## src/hw/rtl/lcdws_pkg.sv

```systemverilog
// Shared types and constants for the 4-bit character LCD write sequencer.
package lcdws_pkg;

   // microcode address width and fixed program entry points
   localparam int UPC_W = 5;
   localparam logic [UPC_W-1:0] ENTRY_INIT = 5'd0;
   localparam logic [UPC_W-1:0] ENTRY_BYTE = 5'd25;
   localparam logic [UPC_W-1:0] UPC_LAST   = 5'd28;

   // request kinds
   localparam logic [1:0] KIND_INIT   = 2'd0;
   localparam logic [1:0] KIND_BYTE   = 2'd1;
   localparam logic [1:0] KIND_CURSOR = 2'd2;
   localparam logic [1:0] KIND_NONE   = 2'd3;

   // configuration register indexes
   localparam logic [1:0] CSR_ENABLE_PULSE = 2'd0;
   localparam logic [1:0] CSR_BYTE_GAP     = 2'd1;
   localparam logic [1:0] CSR_INIT_GAP     = 2'd2;
   localparam logic [1:0] CSR_POWER_UP     = 2'd3;

   // set-DDRAM-address command bases
   localparam logic [7:0] CURSOR_ROW0 = 8'h80;
   localparam logic [7:0] CURSOR_ROW1 = 8'hC0;

   localparam int HOLD_W = 10;

   typedef enum logic [1:0] {
      NIB_CONST,
      NIB_HI,
      NIB_LO
   } nib_sel_type;

   typedef enum logic [2:0] {
      HOLD_POWER,
      HOLD_PULSE,
      HOLD_PULSE_INIT,
      HOLD_PULSE_GAP,
      HOLD_PULSE_GAP_INIT
   } hold_sel_type;

   typedef enum logic {
      SEQ_NEXT,
      SEQ_END
   } seq_op_type;

   typedef struct packed {
      nib_sel_type  nib_sel;
      logic [3:0]   nib_const;
      logic         en;
      hold_sel_type hold_sel;
      seq_op_type   seq;
   } ctrl_type;

   typedef struct packed {
      logic [7:0] enable_pulse_ms;
      logic [7:0] byte_gap_ms;
      logic [7:0] init_gap_ms;
      logic [7:0] power_up_ms;
   } cfg_type;

   typedef struct packed {
      logic              rs;
      logic              en;
      logic [3:0]        nibble;
      logic [HOLD_W-1:0] hold_ms;
      logic              last;
   } pin_state_type;

endpackage

```

## src/hw/rtl/lcdws_ucode_rom.sv

```systemverilog
// Microcode ROM: one control word per sequencer step.
module lcdws_ucode_rom (
   input  logic [lcdws_pkg::UPC_W-1:0] upc,
   output lcdws_pkg::ctrl_type         ctrl
);

   function automatic lcdws_pkg::ctrl_type mk(
      input lcdws_pkg::nib_sel_type  sel,
      input logic [3:0]              nib,
      input logic                    en,
      input lcdws_pkg::hold_sel_type hold,
      input lcdws_pkg::seq_op_type   seq
   );
      lcdws_pkg::ctrl_type w;
      w.nib_sel   = sel;
      w.nib_const = nib;
      w.en        = en;
      w.hold_sel  = hold;
      w.seq       = seq;
      return w;
   endfunction

   always_comb begin
      unique case (upc)
         // init: power-up wait
         5'd0:  ctrl = mk(lcdws_pkg::NIB_CONST, 4'h0, 1'b0, lcdws_pkg::HOLD_POWER,
                          lcdws_pkg::SEQ_NEXT);
         // three wake-up nibbles
         5'd1:  ctrl = mk(lcdws_pkg::NIB_CONST, 4'h3, 1'b1, lcdws_pkg::HOLD_PULSE,
                          lcdws_pkg::SEQ_NEXT);
         5'd2:  ctrl = mk(lcdws_pkg::NIB_CONST, 4'h3, 1'b0, lcdws_pkg::HOLD_PULSE_INIT,
                          lcdws_pkg::SEQ_NEXT);
         5'd3:  ctrl = mk(lcdws_pkg::NIB_CONST, 4'h3, 1'b1, lcdws_pkg::HOLD_PULSE,
                          lcdws_pkg::SEQ_NEXT);
         5'd4:  ctrl = mk(lcdws_pkg::NIB_CONST, 4'h3, 1'b0, lcdws_pkg::HOLD_PULSE_INIT,
                          lcdws_pkg::SEQ_NEXT);
         5'd5:  ctrl = mk(lcdws_pkg::NIB_CONST, 4'h3, 1'b1, lcdws_pkg::HOLD_PULSE,
                          lcdws_pkg::SEQ_NEXT);
         5'd6:  ctrl = mk(lcdws_pkg::NIB_CONST, 4'h3, 1'b0, lcdws_pkg::HOLD_PULSE_INIT,
                          lcdws_pkg::SEQ_NEXT);
         // switch to 4-bit mode
         5'd7:  ctrl = mk(lcdws_pkg::NIB_CONST, 4'h2, 1'b1, lcdws_pkg::HOLD_PULSE,
                          lcdws_pkg::SEQ_NEXT);
         5'd8:  ctrl = mk(lcdws_pkg::NIB_CONST, 4'h2, 1'b0, lcdws_pkg::HOLD_PULSE,
                          lcdws_pkg::SEQ_NEXT);
         // function set 0x28
         5'd9:  ctrl = mk(lcdws_pkg::NIB_CONST, 4'h2, 1'b1, lcdws_pkg::HOLD_PULSE,
                          lcdws_pkg::SEQ_NEXT);
         5'd10: ctrl = mk(lcdws_pkg::NIB_CONST, 4'h2, 1'b0, lcdws_pkg::HOLD_PULSE,
                          lcdws_pkg::SEQ_NEXT);
         5'd11: ctrl = mk(lcdws_pkg::NIB_CONST, 4'h8, 1'b1, lcdws_pkg::HOLD_PULSE,
                          lcdws_pkg::SEQ_NEXT);
         5'd12: ctrl = mk(lcdws_pkg::NIB_CONST, 4'h8, 1'b0, lcdws_pkg::HOLD_PULSE_GAP,
                          lcdws_pkg::SEQ_NEXT);
         // display on 0x0C
         5'd13: ctrl = mk(lcdws_pkg::NIB_CONST, 4'h0, 1'b1, lcdws_pkg::HOLD_PULSE,
                          lcdws_pkg::SEQ_NEXT);
         5'd14: ctrl = mk(lcdws_pkg::NIB_CONST, 4'h0, 1'b0, lcdws_pkg::HOLD_PULSE,
                          lcdws_pkg::SEQ_NEXT);
         5'd15: ctrl = mk(lcdws_pkg::NIB_CONST, 4'hC, 1'b1, lcdws_pkg::HOLD_PULSE,
                          lcdws_pkg::SEQ_NEXT);
         5'd16: ctrl = mk(lcdws_pkg::NIB_CONST, 4'hC, 1'b0, lcdws_pkg::HOLD_PULSE_GAP,
                          lcdws_pkg::SEQ_NEXT);
         // entry mode 0x06
         5'd17: ctrl = mk(lcdws_pkg::NIB_CONST, 4'h0, 1'b1, lcdws_pkg::HOLD_PULSE,
                          lcdws_pkg::SEQ_NEXT);
         5'd18: ctrl = mk(lcdws_pkg::NIB_CONST, 4'h0, 1'b0, lcdws_pkg::HOLD_PULSE,
                          lcdws_pkg::SEQ_NEXT);
         5'd19: ctrl = mk(lcdws_pkg::NIB_CONST, 4'h6, 1'b1, lcdws_pkg::HOLD_PULSE,
                          lcdws_pkg::SEQ_NEXT);
         5'd20: ctrl = mk(lcdws_pkg::NIB_CONST, 4'h6, 1'b0, lcdws_pkg::HOLD_PULSE_GAP,
                          lcdws_pkg::SEQ_NEXT);
         // clear 0x01, extra init gap at the end
         5'd21: ctrl = mk(lcdws_pkg::NIB_CONST, 4'h0, 1'b1, lcdws_pkg::HOLD_PULSE,
                          lcdws_pkg::SEQ_NEXT);
         5'd22: ctrl = mk(lcdws_pkg::NIB_CONST, 4'h0, 1'b0, lcdws_pkg::HOLD_PULSE,
                          lcdws_pkg::SEQ_NEXT);
         5'd23: ctrl = mk(lcdws_pkg::NIB_CONST, 4'h1, 1'b1, lcdws_pkg::HOLD_PULSE,
                          lcdws_pkg::SEQ_NEXT);
         5'd24: ctrl = mk(lcdws_pkg::NIB_CONST, 4'h1, 1'b0,
                          lcdws_pkg::HOLD_PULSE_GAP_INIT, lcdws_pkg::SEQ_END);
         // latched byte routine (send byte, set cursor)
         5'd25: ctrl = mk(lcdws_pkg::NIB_HI, 4'h0, 1'b1, lcdws_pkg::HOLD_PULSE,
                          lcdws_pkg::SEQ_NEXT);
         5'd26: ctrl = mk(lcdws_pkg::NIB_HI, 4'h0, 1'b0, lcdws_pkg::HOLD_PULSE,
                          lcdws_pkg::SEQ_NEXT);
         5'd27: ctrl = mk(lcdws_pkg::NIB_LO, 4'h0, 1'b1, lcdws_pkg::HOLD_PULSE,
                          lcdws_pkg::SEQ_NEXT);
         5'd28: ctrl = mk(lcdws_pkg::NIB_LO, 4'h0, 1'b0, lcdws_pkg::HOLD_PULSE_GAP,
                          lcdws_pkg::SEQ_END);
         default: ctrl = mk(lcdws_pkg::NIB_CONST, 4'h0, 1'b0, lcdws_pkg::HOLD_PULSE,
                            lcdws_pkg::SEQ_END);
      endcase
   end

endmodule

```

## src/hw/rtl/lcdws_datapath.sv

```systemverilog
// Datapath: turns a control word, the latched byte and the timing registers into a pin state.
module lcdws_datapath (
   input  lcdws_pkg::ctrl_type      ctrl,
   input  logic [7:0]               byte_val,
   input  logic                     rs,
   input  lcdws_pkg::cfg_type       cfg,
   output lcdws_pkg::pin_state_type pin
);

   logic [lcdws_pkg::HOLD_W-1:0] pulse;
   logic [lcdws_pkg::HOLD_W-1:0] gap;
   logic [lcdws_pkg::HOLD_W-1:0] init_gap;
   logic [lcdws_pkg::HOLD_W-1:0] power;

   assign pulse    = {2'b00, cfg.enable_pulse_ms};
   assign gap      = {2'b00, cfg.byte_gap_ms};
   assign init_gap = {2'b00, cfg.init_gap_ms};
   assign power    = {2'b00, cfg.power_up_ms};

   always_comb begin
      pin.rs   = rs;
      pin.en   = ctrl.en;
      pin.last = (ctrl.seq == lcdws_pkg::SEQ_END);

      unique case (ctrl.nib_sel)
         lcdws_pkg::NIB_HI: pin.nibble = byte_val[7:4];
         lcdws_pkg::NIB_LO: pin.nibble = byte_val[3:0];
         default:           pin.nibble = ctrl.nib_const;
      endcase

      // max sum 3*255 fits in 10 bits
      unique case (ctrl.hold_sel)
         lcdws_pkg::HOLD_POWER:          pin.hold_ms = power;
         lcdws_pkg::HOLD_PULSE_INIT:     pin.hold_ms = pulse + init_gap;
         lcdws_pkg::HOLD_PULSE_GAP:      pin.hold_ms = pulse + gap;
         lcdws_pkg::HOLD_PULSE_GAP_INIT: pin.hold_ms = pulse + gap + init_gap;
         default:                        pin.hold_ms = pulse;
      endcase
   end

endmodule

```

## src/hw/rtl/lcd_4bit_write_sequencer.sv

```systemverilog
// Top level: microcode sequencer, request latch, timing registers and result register.
//
//   channel  direction  handshake              payload
//   req      in         req_valid / req_stall  kind, value, is_data, row, col
//   rsp      out        rsp_valid / rsp_stall  rs, en, nibble, hold_ms, last
//   csr      in         csr_valid / csr_ready  index, data (timing registers)
//
// The step counter walks the microcode ROM one word per cycle, one pin state per word:
// init runs 25 steps, send byte and set cursor 4. A request is taken while no program
// runs, so a new request waits until the running program has ended; kind 3 is taken
// but yields nothing. The step counter only advances when the result register is free
// or being taken, so rsp_stall stalls the program in place. Synchronous reset loads the
// timing register defaults and empties the sequencer and result register.
module lcd_4bit_write_sequencer #(
   parameter int COLUMNS = 40
) (
   input  logic        clock,
   input  logic        reset,

   input  logic        req_valid,
   output logic        req_stall,
   input  logic [1:0]  req_kind,
   input  logic [7:0]  req_value,
   input  logic        req_is_data,
   input  logic        req_row,
   input  logic [5:0]  req_col,

   output logic        rsp_valid,
   input  logic        rsp_stall,
   output logic        rsp_rs,
   output logic        rsp_en,
   output logic [3:0]  rsp_nibble,
   output logic [9:0]  rsp_hold_ms,
   output logic        rsp_last,

   input  logic        csr_valid,
   output logic        csr_ready,
   input  logic [1:0]  csr_index,
   input  logic [7:0]  csr_data
);

   localparam logic [5:0] COL_MAX = 6'(COLUMNS - 1);

   lcdws_pkg::cfg_type            cfg_ff;
   logic                          busy_ff, busy_in;
   logic [lcdws_pkg::UPC_W-1:0]   upc_ff, upc_in;
   logic [7:0]                    byte_ff;
   logic                          rs_ff;
   logic                          rsp_valid_ff, rsp_valid_in;
   lcdws_pkg::pin_state_type      rsp_data_ff;

   lcdws_pkg::ctrl_type           ctrl;
   lcdws_pkg::pin_state_type      pin;
   logic                          accept;
   logic                          load;
   logic [5:0]                    col_sat;
   logic [7:0]                    req_byte;

   lcdws_ucode_rom u_rom (
      .upc  (upc_ff),
      .ctrl (ctrl)
   );

   lcdws_datapath u_dp (
      .ctrl     (ctrl),
      .byte_val (byte_ff),
      .rs       (rs_ff),
      .cfg      (cfg_ff),
      .pin      (pin)
   );

   assign csr_ready = 1'b1;
   assign req_stall = busy_ff;
   assign accept    = req_valid && !busy_ff;
   assign load      = busy_ff && (!rsp_valid_ff || !rsp_stall);

   // byte to send: value for send byte, address command for set cursor
   always_comb begin
      col_sat = (req_col > COL_MAX) ? COL_MAX : req_col;
      case (req_kind)
         lcdws_pkg::KIND_CURSOR:
            req_byte = (req_row ? lcdws_pkg::CURSOR_ROW1 : lcdws_pkg::CURSOR_ROW0)
                       + {2'b00, col_sat};
         default:
            req_byte = req_value;
      endcase
   end

   always_comb begin
      busy_in      = busy_ff;
      upc_in       = upc_ff;
      rsp_valid_in = rsp_valid_ff && rsp_stall;
      if (load) begin
         rsp_valid_in = 1'b1;
         upc_in       = upc_ff + 5'd1;
         if (ctrl.seq == lcdws_pkg::SEQ_END) begin
            busy_in = 1'b0;
         end
      end
      if (accept) begin
         busy_in = (req_kind != lcdws_pkg::KIND_NONE);
         upc_in  = (req_kind == lcdws_pkg::KIND_INIT) ? lcdws_pkg::ENTRY_INIT
                                                      : lcdws_pkg::ENTRY_BYTE;
      end
   end

   always_ff @(posedge clock) begin
      if (reset) begin
         busy_ff      <= 1'b0;
         upc_ff       <= lcdws_pkg::ENTRY_INIT;
         rsp_valid_ff <= 1'b0;
      end else begin
         busy_ff      <= busy_in;
         upc_ff       <= upc_in;
         rsp_valid_ff <= rsp_valid_in;
      end
   end

   always_ff @(posedge clock) begin
      if (reset) begin
         cfg_ff.enable_pulse_ms <= 8'd1;
         cfg_ff.byte_gap_ms     <= 8'd2;
         cfg_ff.init_gap_ms     <= 8'd5;
         cfg_ff.power_up_ms     <= 8'd20;
      end else if (csr_valid && csr_ready) begin
         case (csr_index)
            lcdws_pkg::CSR_ENABLE_PULSE: cfg_ff.enable_pulse_ms <= csr_data;
            lcdws_pkg::CSR_BYTE_GAP:     cfg_ff.byte_gap_ms     <= csr_data;
            lcdws_pkg::CSR_INIT_GAP:     cfg_ff.init_gap_ms     <= csr_data;
            default:                     cfg_ff.power_up_ms     <= csr_data;
         endcase
      end
   end

   // request latch and result register: payload only
   always_ff @(posedge clock) begin
      if (accept) begin
         byte_ff <= req_byte;
         rs_ff   <= (req_kind == lcdws_pkg::KIND_BYTE) ? req_is_data : 1'b0;
      end
      if (load) begin
         rsp_data_ff <= pin;
      end
   end

   assign rsp_valid   = rsp_valid_ff;
   assign rsp_rs      = rsp_data_ff.rs;
   assign rsp_en      = rsp_data_ff.en;
   assign rsp_nibble  = rsp_data_ff.nibble;
   assign rsp_hold_ms = rsp_data_ff.hold_ms;
   assign rsp_last    = rsp_data_ff.last;

   a_accept_starts: assert property (@(posedge clock) disable iff (reset)
      (req_valid && !req_stall && req_kind != lcdws_pkg::KIND_NONE) |=> busy_ff)
      else $error("accepted request did not start a program");

   a_upc_range: assert property (@(posedge clock) disable iff (reset)
      busy_ff |-> (upc_ff <= lcdws_pkg::UPC_LAST))
      else $error("step counter ran past the microcode");

   a_end_stops: assert property (@(posedge clock) disable iff (reset)
      (load && ctrl.seq == lcdws_pkg::SEQ_END) |=> (!busy_ff && rsp_valid_ff && rsp_last))
      else $error("end of program did not stop the sequencer");

   a_last_en_low: assert property (@(posedge clock) disable iff (reset)
      (rsp_valid && rsp_last) |-> !rsp_en)
      else $error("run ended with enable high");

endmodule
```

## config.mk

```make
export PLATFORM = sky130hd
export DESIGN_NAME = lcd_4bit_write_sequencer
export DESIGN_NICKNAME = d
export VERILOG_FILES = /design/src/hw/rtl/lcdws_pkg.sv /design/src/hw/rtl/lcdws_ucode_rom.sv /design/src/hw/rtl/lcdws_datapath.sv /design/src/hw/rtl/lcd_4bit_write_sequencer.sv
export SDC_FILE = /design/constraint.sdc
export NUM_CORES = 1
export LEC_CHECK = 0
export BUFFER_PORTS_ARGS = -buffer_cell sky130_fd_sc_hd__buf_2
export CAP_MARGIN = 20
export CORE_MARGIN = 1.5
export CORE_UTILIZATION = 45
export DETAILED_ROUTE_END_ITERATION = 10
export HOLD_SLACK_MARGIN = 0.03
export REMOVE_ABC_BUFFERS = 1
export SYNTH_ARGS = -nofsm -noshare
export SYNTH_HDL_FRONTEND = slang
export SYNTH_HIERARCHICAL = 1
export SYNTH_SLANG_ARGS = --single-unit
```

## constraint.sdc

```tcl
create_clock -name clock -period 4.32 [get_ports clock]
set_clock_uncertainty 0.05 [all_clocks]
set_input_delay 0.432 -clock clock [delete_from_list [all_inputs] [get_ports clock]]
set_output_delay 0.432 -clock clock [all_outputs]
set_load 0.005 [all_outputs]
```

# After elaboration in Yosys (flattened, before gate mapping)
# Memories as Yosys holds them, arrays and structs flattened. A register that Yosys moved wholly into a read port is not among the register bits.
# Index checks and enable logic that the tools add are counted.
# word_totals
reg_bits	65
latch_bits	0
mem_bits_rw	0
mem_bits_ro	352
output_inout_bits	20
word_cells	64
n_memories	1
# op_classes
add_sub_neg	5
n_mul	0
div_mod_pow	0
n_lt_le_gt_ge	1
eq_ne	10
shifts	0
muxes	14
n_bitwise	1
reduce_logical	18
# mem_list
name	depth	word_bits	read_ports	rd_ports_with_merged_regs	wr	line	source
(name not given)	32	11	1	1	0	lcdws_ucode_rom.sv:24	unique case (upc)
# ops
operator	count
$pmux 10 s4	1
$mux 5	5
$add 8x8->9	2
$add 10x8->10	1
$reduce_and 2->1	5
$add 8x6->8	1
$mux 8	1
$pmux 4 s2	1
$mux 7	1
$eq 2x1->1 const B	3
$eq 2x2->1 const B	3
$eq 3x2->1 const B	2
$gt 6x6->1 const B	1
$mux 6	1
$add 5x1->5 const B	1
$logic_not 2->1	2
$mux 1	4
$reduce_bool 2->1	2
$eq 3x3->1 const B	1
$logic_and 1x1->1	3
$logic_not 1->1	3
$logic_not 3->1	1
$reduce_or 3->1	1
$ne 2x2->1 const B	1
2 further kinds	2

# Logic depth before layout (Yosys ltp)
# Gate-level depths: netlist of the first run.
# logic_depth
ltp_word	7
mapped_depth	14

# Modules after synthesis
# Netlist of the first run, hierarchy kept.
# modules_own_cells
module	n_inst	cells_per_inst	area_each_um2	seq_area_each_um2
lcd_4bit_write_sequencer	1	212	2428.6	1561.5
lcdws_datapath	1	228	1625.3	0.0
lcdws_ucode_rom	1	41	270.3	0.0

# Worst setup path after synthesis of the first run
# Ideal clock, no wire load.
# synth_timing
kind	register to register
from	register cfg_ff[24] in the netlist's numbering
to	register rsp_data_ff (netlist bit rsp_hold_ms[7]), data pin
setup_ns	0.272
arrival_ns	2.910
required_ns	3.998
setup_slack_ns	1.088
path_stages_with_launch	15
path_buffers	1
path_cell_list	dfxtp_1 -> ha_1 -> fa_1 -> a21oi_1 -> and2b_1 -> nor2_1 -> xnor2_1 -> ha_1 -> clkbuf_2 -> nand3_1 -> a21boi_0 -> a41o_2 -> mux2i_1 -> a2111oi_1 -> o221ai_1
# synth_rtl
element	line	source
start, declared	lcd_4bit_write_sequencer.sv:44	lcdws_pkg::cfg_type cfg_ff;
end signal, assigned	lcd_4bit_write_sequencer.sv:142	rsp_data_ff <= pin;
end, declared	lcd_4bit_write_sequencer.sv:50	lcdws_pkg::pin_state_type rsp_data_ff;

==> results of run 1 <==
Yosys cell counts (all sizes together), types with 5 or more instances:
cell type	n	area [sq um]
clkbuf	10	62.56
mux2i	23	230.2
xor2	6	52.55
buf	13	87.59
ha	32	400.4
nand3	14	70.07
a211o	5	43.79
nand2	51	191.4
inv	22	82.58
o21ai	24	120.1
nand3b	6	45.04
nor2	55	206.5
edfxtp	26	780.8
a211oi	12	100.1
nor2b	5	31.28
nand2b	15	96.34
a21oi	27	138.9
nor3	8	40.04
a21o	6	45.04
xnor2	7	61.31
a22oi	8	60.06
dfxtp	39	780.8
logic make-up (layout without fill, tap and decap cells):
family | count (synthesis) | count (layout) | synth area share
adder cells (fa/ha/maj) | 35 | 35 | 0.1065
AO/OA/AOI/OAI | 122 | 122 | 0.2002
other | 1 | 1 | 0.0008672
AND/OR/NAND/NOR | 174 | 174 | 0.1901
multiplexers | 26 | 26 | 0.06105
buffers and inverters | 45 | 94 | 0.05382
XOR/XNOR | 13 | 13 | 0.02633
flip-flops | 65 | 65 | 0.3611
layer usage:
layer / vias up / track usage / routed length [um]
li1: 1835 / - / -
met1: 1683 / 0.3290 / 5402
met2: 90 / 0.2900 / 4201
met3: 9 / 0.03537 / 490
met4: 0 / 0.05449 / 93
met5: - / 0 / 0
final cells by class:
cell class / count / area [sq um]
Clock buffer: 9 / 123.9
Clock inverter: 7 / 92.59
Fill cell: 903 / 4439
Inverter: 22 / 82.58
Multi-Input combinational cell: 371 / 2530
Sequential cell: 65 / 1562
Tap cell: 129 / 161.4
Timing Repair Buffer: 56 / 292.8
registers in the layout, summed over array words and instances (netlist names), 4 cells and up:
| signal | count |
|---|---|
| rsp_nibble | 4 |
| byte_ff | 8 |
| upc_ff | 5 |
| rsp_hold_ms | 10 |
| cfg_ff | 32 |
critical path, stage by stage (launching register included):
cell and delay (ps):
dfxtp_1 350, ha_1 220, fa_1 400, a21oi_1 200, and2b_1 200, nor2_1 110, xnor2_1 190, ha_1 370
nand3_1 150, a21boi_0 100, a41o_2 250, mux2i_1 110, a2111oi_1 410, o221ai_1 160
power breakdown:
| group | total (mW) | switching (mW) | internal (mW) |
|---|---|---|---|
| clock network | 0.588 | 0.264 | 0.324 |
| logic | 0.347 | 0.202 | 0.144 |
| registers | 0.718 | 0.0307 | 0.688 |
| total | 1.65 | 0.497 | 1.16 |
worst min-delay path by stage:
stage	from	endpoint	depth (start not counted)
final	csr_data[0]	cfg_ff[24]$_SDFFE_PP1P_	2
after global routing	csr_data[0]	cfg_ff[24]$_SDFFE_PP1P_	2
after CTS	req_value[7]	byte_ff[7]$_SDFFCE_PP1P_	2
after detailed placement	rs_ff$_SDFFCE_PP0P_	rsp_rs$_DFFE_PP_	0
after global placement	rs_ff$_SDFFCE_PP0P_	rsp_rs$_DFFE_PP_	0
after floorplan	rs_ff$_SDFFCE_PP0P_	rsp_rs$_DFFE_PP_	0
==> out/summary.txt, run 1 <==
Worst reg2reg path endpoint: rsp_hold_ms[7]$_DFFE_PP_
WHS: 285.2 ps
Status: complete, no violations
Crit path launch type: flip-flop
Register-to-Register Path Depth: 13
DIE WIDTH: 101.0 um
PortBufs: 51
Critical Path AT: 3580 ps
Crit. Startpoint: cfg_ff[24]$_SDFFE_PP1P_
Core Region: 9284 sq um
Total GRT Usage: 0.2086
Worst Hold Class: input pin to flip-flop
Placed cell areas: 4628 sq um
WL per Instance: 15.46 um
GP Congestion: 0.8541
Largest net degree at the start of global routing: 40
Final WL: 10190 um
Vias in the first global route: 3093
# setup viols final: 0
CTS Root Cell: clkbuf_8
Critical Path End Type: flip-flop
Leak Pwr: 2.061 nW
Starting Density: 0.4658
Finished Layout Cells: 659
Std-Cell Rows: 35
Via count: 3617
Worst-path clk slew: 80 ps
Worst Setup Slack, final: 781.5 ps
Drt pass-1 iters: 5
CP Max Fanout: 7
Synth warn: 6
Grt total ovfl: 0
Synth-to-layout area growth: 12.04%
Die area: 10210 sq um
Post-route setup TNS: 0 ps
Dpl cells: 643
Fin. Hold Viols: 0
Clock Path Buffers: 2
Syn avg cell area: 8.990 sq um
Most frequent cells in the layout: 55 x nor2_1, 51 x nand2_1, 51 x buf_2, 39 x dfxtp_1, 32 x ha_1
Final core occ: 0.5218
Relative slew slack: 0.5402
Share of cells above drive strength 1: 0.1660
CTS Sinks: 65
Cts hold-fix bufs: 0
Seq/Total Area, Yosys: 0.3611
Via/cell ratio: 5.489
Remaining antenna violation count: 0
Count of different cell masters after synthesis: 75
DP HPWL: 7705 um
NumNets Final: 593
N_diodes: 0
Minimum clock period: 3538 ps
Worst R2R Start: cfg_ff[24]$_SDFFE_PP1P_
Max VDD drop: 0.1830 mV
IO Pins: 53
Worst slack at placement: 796.4 ps
Post-Layout Inst Area: 4845 sq um
Clk Latency, worst-skew pair: 360 ps
Post-CTS setup buffers: 0
TritonCTS Buffers: 9
DRT iter0 DRCs: 173
Crit path capture: rsp_hold_ms[7]$_DFFE_PP_
Max Fclk: 282.6 MHz
Synth Register Bits: 65
Max capacitance violation total: 0
Synthesized area: 4324 sq um
CTS tree: done
Worst setup path class: flip-flop to flip-flop
Req. time, crit path: 4360 ps
Synthesized instance count: 481
Fin crit share: 0.8191
First-pass GRT wire length: 16220 um
Commonest non-fill, non-tap cell in the layout: nor2_1
Initial antenna violation count: 0
Post-CTS Resized: 0
H-tree Lvls: 3
R2R Setup Slk: 780 ps
Final Max Slew Viols: 0
Tot Pwr: 1.653 mW
Ys flop type: dfxtp_1
Post-synth EDFFs: 26
Post-synth ARST share: 0
Worst-Margin Slew: 689.7 ps
PD cells: 341.2 nW/um^2
Drc violations: 0
Die Y: 101.0 um
RSZ-0062 raised after global routing: false
No activity file was read; power rests on OpenSTA's default activity.
==> inputs of run 2 (changes only) <==
--- a/config.mk
+++ b/config.mk
@@ -11,6 +11,7 @@
 export CORE_UTILIZATION = 45
 export DETAILED_ROUTE_END_ITERATION = 10
 export HOLD_SLACK_MARGIN = 0.03
+export PLACE_DENSITY = 0.67
 export REMOVE_ABC_BUFFERS = 1
 export SYNTH_ARGS = -nofsm -noshare
 export SYNTH_HDL_FRONTEND = slang
==> constraint.sdc (replaced) <==
create_clock -name clock -period 2.99 [get_ports clock]
set_clock_uncertainty 0.05 [all_clocks]
set_input_delay 0.299 -clock clock [delete_from_list [all_inputs] [get_ports clock]]
set_output_delay 0.299 -clock clock [all_outputs]
set_load 0.005 [all_outputs]
==> run 2 against run 1 <==
Effect of this change: the run now ends with negative setup slack left; setup slack lost 950 ps; sequential share of layout area shrank 2.7 points; register-to-register slack lost 950 ps; first-iteration DRC count grew 100%; design area grew 9.6%; flip-flop and latch count is the same; combinational power grew 76%; highest routed layer unchanged.
==> out/summary.txt, run 2 (synthesis gave the netlist of run 1 again) <==
Status: finished with violations
Violated checks: negative setup slack
Worst Hold Launch: csr_data[0]
Slowest stage delay, CP: 380 ps
Worst-Margin Slew: 695.1 ps
Share of cells above drive strength 1: 0.2641
PD cells: 464.4 nW/um^2
Crit path launch type: flip-flop
Synth-to-layout area growth: 22.83%
Starting Density: 0.4658
Grt total ovfl: 0
WL per Instance: 16.04 um
H-tree Lvls: 3
Fillers: 855
DIE WIDTH: 101.0 um
Register-to-Register Path Depth: 13
Final WL: 11180 um
Combinational share of power: 0.248
# setup viols final: 1
Crit. Startpoint: cfg_ff[24]$_SDFFE_PP1P_
IO Pins: 53
Max Fclk: 316.9 MHz
TritonCTS Buffers: 9
Worst-path clk slew: 70 ps
Relative slew slack: 0.5366
Initial antenna violation count: 0
Max VDD drop: 0.2185 mV
Reg with most FFs: cfg_ff
Vias in the first global route: 3661
Multi-input gate area: 2703 sq um
Crit-path cells: ha_4, fa_2, a21oi_4, and2b_1, nor2_2, xnor2_2, ha_4, nand3_2, a21boi_1, a41o_2, mux2i_1, a2111oi_2, o221ai_1
RSZ-0062 raised after global routing: true
Critical Path Most Common Cell: ha_4
First-pass GRT wire length: 17400 um
NumNets Final: 631
Worst reg2reg path endpoint: rsp_hold_ms[7]$_DFFE_PP_
Tot Pwr: 2.467 mW
Drc violations: 0
Sequential share of power: 0.419
Worst Hold Endpoint: cfg_ff[24]$_SDFFE_PP1P_
Req. time, crit path: 3020 ps
Die area: 10210 sq um
GP Congestion: 0.8732
CP Max Fanout: 2
Final core occ: 0.5721
CTS Root Cell: clkbuf_8
Final Max Slew Viols: 0
Total GRT Usage: 0.2201
Clk Latency, worst-skew pair: 360 ps
Max FFs per register: 32
Drt pass-1 iters: 5
CTS tree: done
R2R Setup Slk: -170 ps
Commonest non-fill, non-tap cell in the layout: nor2_1
Worst Setup Slack, final: -165.7 ps
Most frequent cells in the layout: 53 x nor2_1, 51 x buf_2, 50 x nand2_1, 40 x buf_4, 35 x dfxtp_1
Minimum clock period: 3156 ps
Fin crit share: 1.055
N_diodes: 0
Critical Path End Type: flip-flop
Int Power: 1.730 mW
Max capacitance violation total: 0
DP HPWL: 8057 um
Via/cell ratio: 5.577
Std-Cell Rows: 35
Largest net degree at the start of global routing: 40
Via count: 3887
Fin. Hold Viols: 0
Cells on Worst Hold Path: 2
Worst Hold Class: input pin to flip-flop
Worst setup path class: flip-flop to flip-flop
Cts hold-fix bufs: 0
Clock Path Buffers: 2
CTS Sinks: 65
Die Y: 101.0 um
Slowest stage cell, crit path: a2111oi_2
Critical Path AT: 3190 ps
Leak Pwr: 2.298 nW
Sequential Area: 1567 sq um
Switching share of power: 0.2986
Switching component of the power: 736.7 uW
PortBufs: 51
Worst R2R Start: cfg_ff[24]$_SDFFE_PP1P_
Core Region: 9284 sq um
DRT iter0 DRCs: 349
Remaining antenna violation count: 0
Clock Power Share: 0.333
-- run 2: routing by layer --
metal	track usage	share of wire
met2	0.3384	0.45
met3	0.03467	0.056
met1	0.3091	0.48
met5	0	0
met4	0.08868	0.017
-- run 2: how the worst max path moves through the flow --
stage | to | slack (ps) | cells after the start
floorplan | rsp_hold_ms[7]$_DFFE_PP_ | -180 | 13
global placement | rsp_hold_ms[7]$_DFFE_PP_ | -260 | 13
detailed placement | rsp_hold_ms[7]$_DFFE_PP_ | -370 | 13
CTS | rsp_hold_ms[7]$_DFFE_PP_ | -190 | 13
global route | rsp_hold_ms[7]$_DFFE_PP_ | -240 | 12
finish | rsp_hold_ms[7]$_DFFE_PP_ | -170 | 13
-- run 2: critical path, delay by kind of cell, from the launching register on --
family / cells / cell delay (ps)
AO/OA/AOI/OAI: 5 / 1030
XOR/XNOR: 1 / 170
flip-flops: 1 / 340
AND/OR/NAND/NOR: 3 / 380
multiplexers: 1 / 130
adder cells (fa/ha/maj): 3 / 770
-- run 2: final cells by class --
class,count,share of cell area
multi-input cells,371,0.5088
flip-flops and latches,65,0.2949
repair buffers,94,0.1110
well taps,129,0.03039
clock buffers,9,0.02332
clock inverters,7,0.01602
inverters,22,0.01555
-- run 2: what timing repair did --
action                     in CTS  in global routing
pin swaps                       9                 21
setup buffers                   3                  2
setup endpoints to repair       3                  5
gates resized for setup        17                 23
-- run 2: power groups by stage --
stage          Sequential [mW]  Clock (mW)  Combinational (mW)
2_1_floorplan             1.05           0               0.332
3_5_place_dp              1.05           0               0.557
3_3_place_gp              1.05           0               0.539
6_report                  1.03       0.822               0.612
5_1_grt                   1.04       0.869               0.671
4_1_cts                   1.03       0.841               0.577
-- run 2: metrics by stage --
step                hold WS (ps)  setup WS [ps]  setup TNS [ps]  cell area (sq um)  cells
floorplan                  318.1         -185.0          -259.6               4174    458
global placement           356.5         -263.8          -375.6               4876    676
detailed placement         371.7         -370.7          -649.2               4876    676
CTS                        147.5         -194.1          -232.5               5167    695
global route               159.7         -239.0          -538.7               5311    697
finish                     154.5         -165.7          -165.7               5311    697
==> inputs of run 3 (changes only) <==
--- a/config.mk
+++ b/config.mk
@@ -13,6 +13,7 @@
 export HOLD_SLACK_MARGIN = 0.03
 export PLACE_DENSITY = 0.67
 export REMOVE_ABC_BUFFERS = 1
+export SKIP_CTS_REPAIR_TIMING = 1
 export SYNTH_ARGS = -nofsm -noshare
 export SYNTH_HDL_FRONTEND = slang
 export SYNTH_HIERARCHICAL = 1
==> run 3 against run 2 <==
Effect of this change: the run still ends with negative setup slack left; power shrank 0.72%; maximum frequency shrank 0.54%; flip-flop and latch count unchanged; setup slack worse by 17 ps; first-iteration DRC count down 5.7%; core utilization down 1.0 points; combinational power down 3%; cell count down 0.29%; sequential share of layout area rose by 0.48 points; critical path depth did not move; via count fell by 0.87%.
==> out/summary.txt, run 3 (synthesis gave the netlist of run 1 again) <==
Slowest stage cell, crit path: fa_2
Total GRT Usage: 0.2153
Critical Path AT: 3210 ps
Tot Pwr: 2.449 mW
DIE WIDTH: 101.0 um
Drt pass-1 iters: 5
Crit path launch type: flip-flop
PortBufs: 51
Starting Density: 0.4658
Max Fclk: 315.2 MHz
Max VDD drop: 0.2165 mV
Clock Power Share: 0.336
N_diodes: 0
Commonest non-fill, non-tap cell in the layout: nor2_1
PD cells: 469.3 nW/um^2
Remaining antenna violation count: 0
Largest delay share family, worst path: compound AO/OA/AOI/OAI gates
Grt total ovfl: 0
Status: finished with violations
Worst-Margin Slew: 688.7 ps
Final WL: 10880 um
Leak Pwr: 2.288 nW
Worst setup path class: flip-flop to flip-flop
Via/cell ratio: 5.544
Via count: 3853
Critical Path End Type: flip-flop
Violated checks: negative setup slack
Final Max Slew Viols: 0
Worst Setup Slack, final: -182.8 ps
Synth-to-layout area growth: 20.69%
Slowest stage delay, CP: 390 ps
Switching share of power: 0.2977
Max FFs per register: 32
GP Congestion: 0.8732
Worst Hold Class: input pin to flip-flop
Buf/Inv on CP: 0
CTS Sinks: 65
Req. time, crit path: 3020 ps
DP HPWL: 8057 um
CP Max Fanout: 2
Reg with most FFs: cfg_ff
Sequential share of power: 0.421
Switching component of the power: 729.1 uW
IO Pins: 53
Crit-path cells: ha_4, fa_2, a21oi_4, and2b_1, nor2_2, xnor2_2, ha_1, a21oi_2, a21boi_1, a41o_2, mux2i_1, a2111oi_2, o221ai_1
H-tree Lvls: 3
CTS tree: done
# setup viols final: 3
Clock Path Buffers: 2
Die area: 10210 sq um
Share of cells above drive strength 1: 0.2491
Most frequent cells in the layout: 54 x nor2_1, 51 x buf_2, 50 x nand2_1, 40 x buf_4, 37 x dfxtp_1
WL per Instance: 15.65 um
Core Region: 9284 sq um
Initial antenna violation count: 0
Die Y: 101.0 um
Largest net degree at the start of global routing: 40
Fin crit share: 1.061
Worst-path clk slew: 80 ps
WHS: 156.3 ps
Drc violations: 0
Vias in the first global route: 3597
Clk Latency, worst-skew pair: 360 ps
NumNets Final: 629
Relative slew slack: 0.5409
Combinational share of power: 0.243
Max capacitance violation total: 0
Minimum clock period: 3173 ps
RSZ-0062 raised after global routing: true
CTS Root Cell: clkbuf_8
DRT iter0 DRCs: 329
Std-Cell Rows: 35
Fin. Hold Viols: 0
TritonCTS Buffers: 9
Int Power: 1.720 mW
First-pass GRT wire length: 17040 um
## run 3: power by group through the flow
stage                     logic (mW)  clock network, mW  registers, mW
final                          0.594              0.823           1.03
after CTS                      0.560              0.841           1.03
after detailed placement       0.557                  0           1.05
after global routing           0.655              0.869           1.04
after floorplan                0.332                  0           1.05
after global placement         0.539                  0           1.05
## run 3: worst register-to-register path: stages, from the launching register on
cell       delay [ps]
dfxtp_2           340
ha_4              160
fa_2              390
a21oi_4           180
and2b_1           200
nor2_2            140
xnor2_2           110
ha_1              240
a21oi_2           170
a21boi_1           80
a41o_2            250
mux2i_1           130
a2111oi_2         300
o221ai_1          180
## run 3: cell type report
cell class	instances	area (sq um)
clock buffer	9	123.9
clock inverter	7	85.08
fill	866	4065
inverter	22	82.58
multi-input combinational	371	2635
sequential	65	1564
tap	129	161.4
timing repair buffer	92	566.8
## run 3: path summary, 6_finish.rpt
kind	start	end	slack, ps	cells past startpoint
worst min register to register	rs_ff$_SDFFCE_PP0P_	rsp_rs$_DFFE_PP_	380	0
worst max-delay path	cfg_ff[24]$_SDFFE_PP1P_	rsp_hold_ms[7]$_DFFE_PP_	-180	13
worst max register to register	cfg_ff[24]$_SDFFE_PP1P_	rsp_hold_ms[7]$_DFFE_PP_	-180	13
worst min-delay path	csr_data[1]	cfg_ff[1]$_SDFFE_PP0P_	160	3
## run 3: metrics by stage
stage               TNS [ps]  cell area (sq um)  cells  setup slack, ps    util
global route          -734.1               5219    695           -314.1  0.5621
global placement      -375.6               4876    676           -263.8  0.5252
finish                -208.7               5219    695           -182.8  0.5621
detailed placement    -649.2               4876    676           -370.7  0.5252
CTS                   -695.4               5085    692           -384.8  0.5477
floorplan             -259.6               4174    458           -185.0       -
## run 3: layer usage
| metal | GRT usage | wire (um) |
|---|---|---|
| met1 | 0.3074 | 5263 |
| met3 | 0.03329 | 714 |
| met5 | 0 | 0 |
| met4 | 0.08226 | 138 |
| met2 | 0.3274 | 4759 |
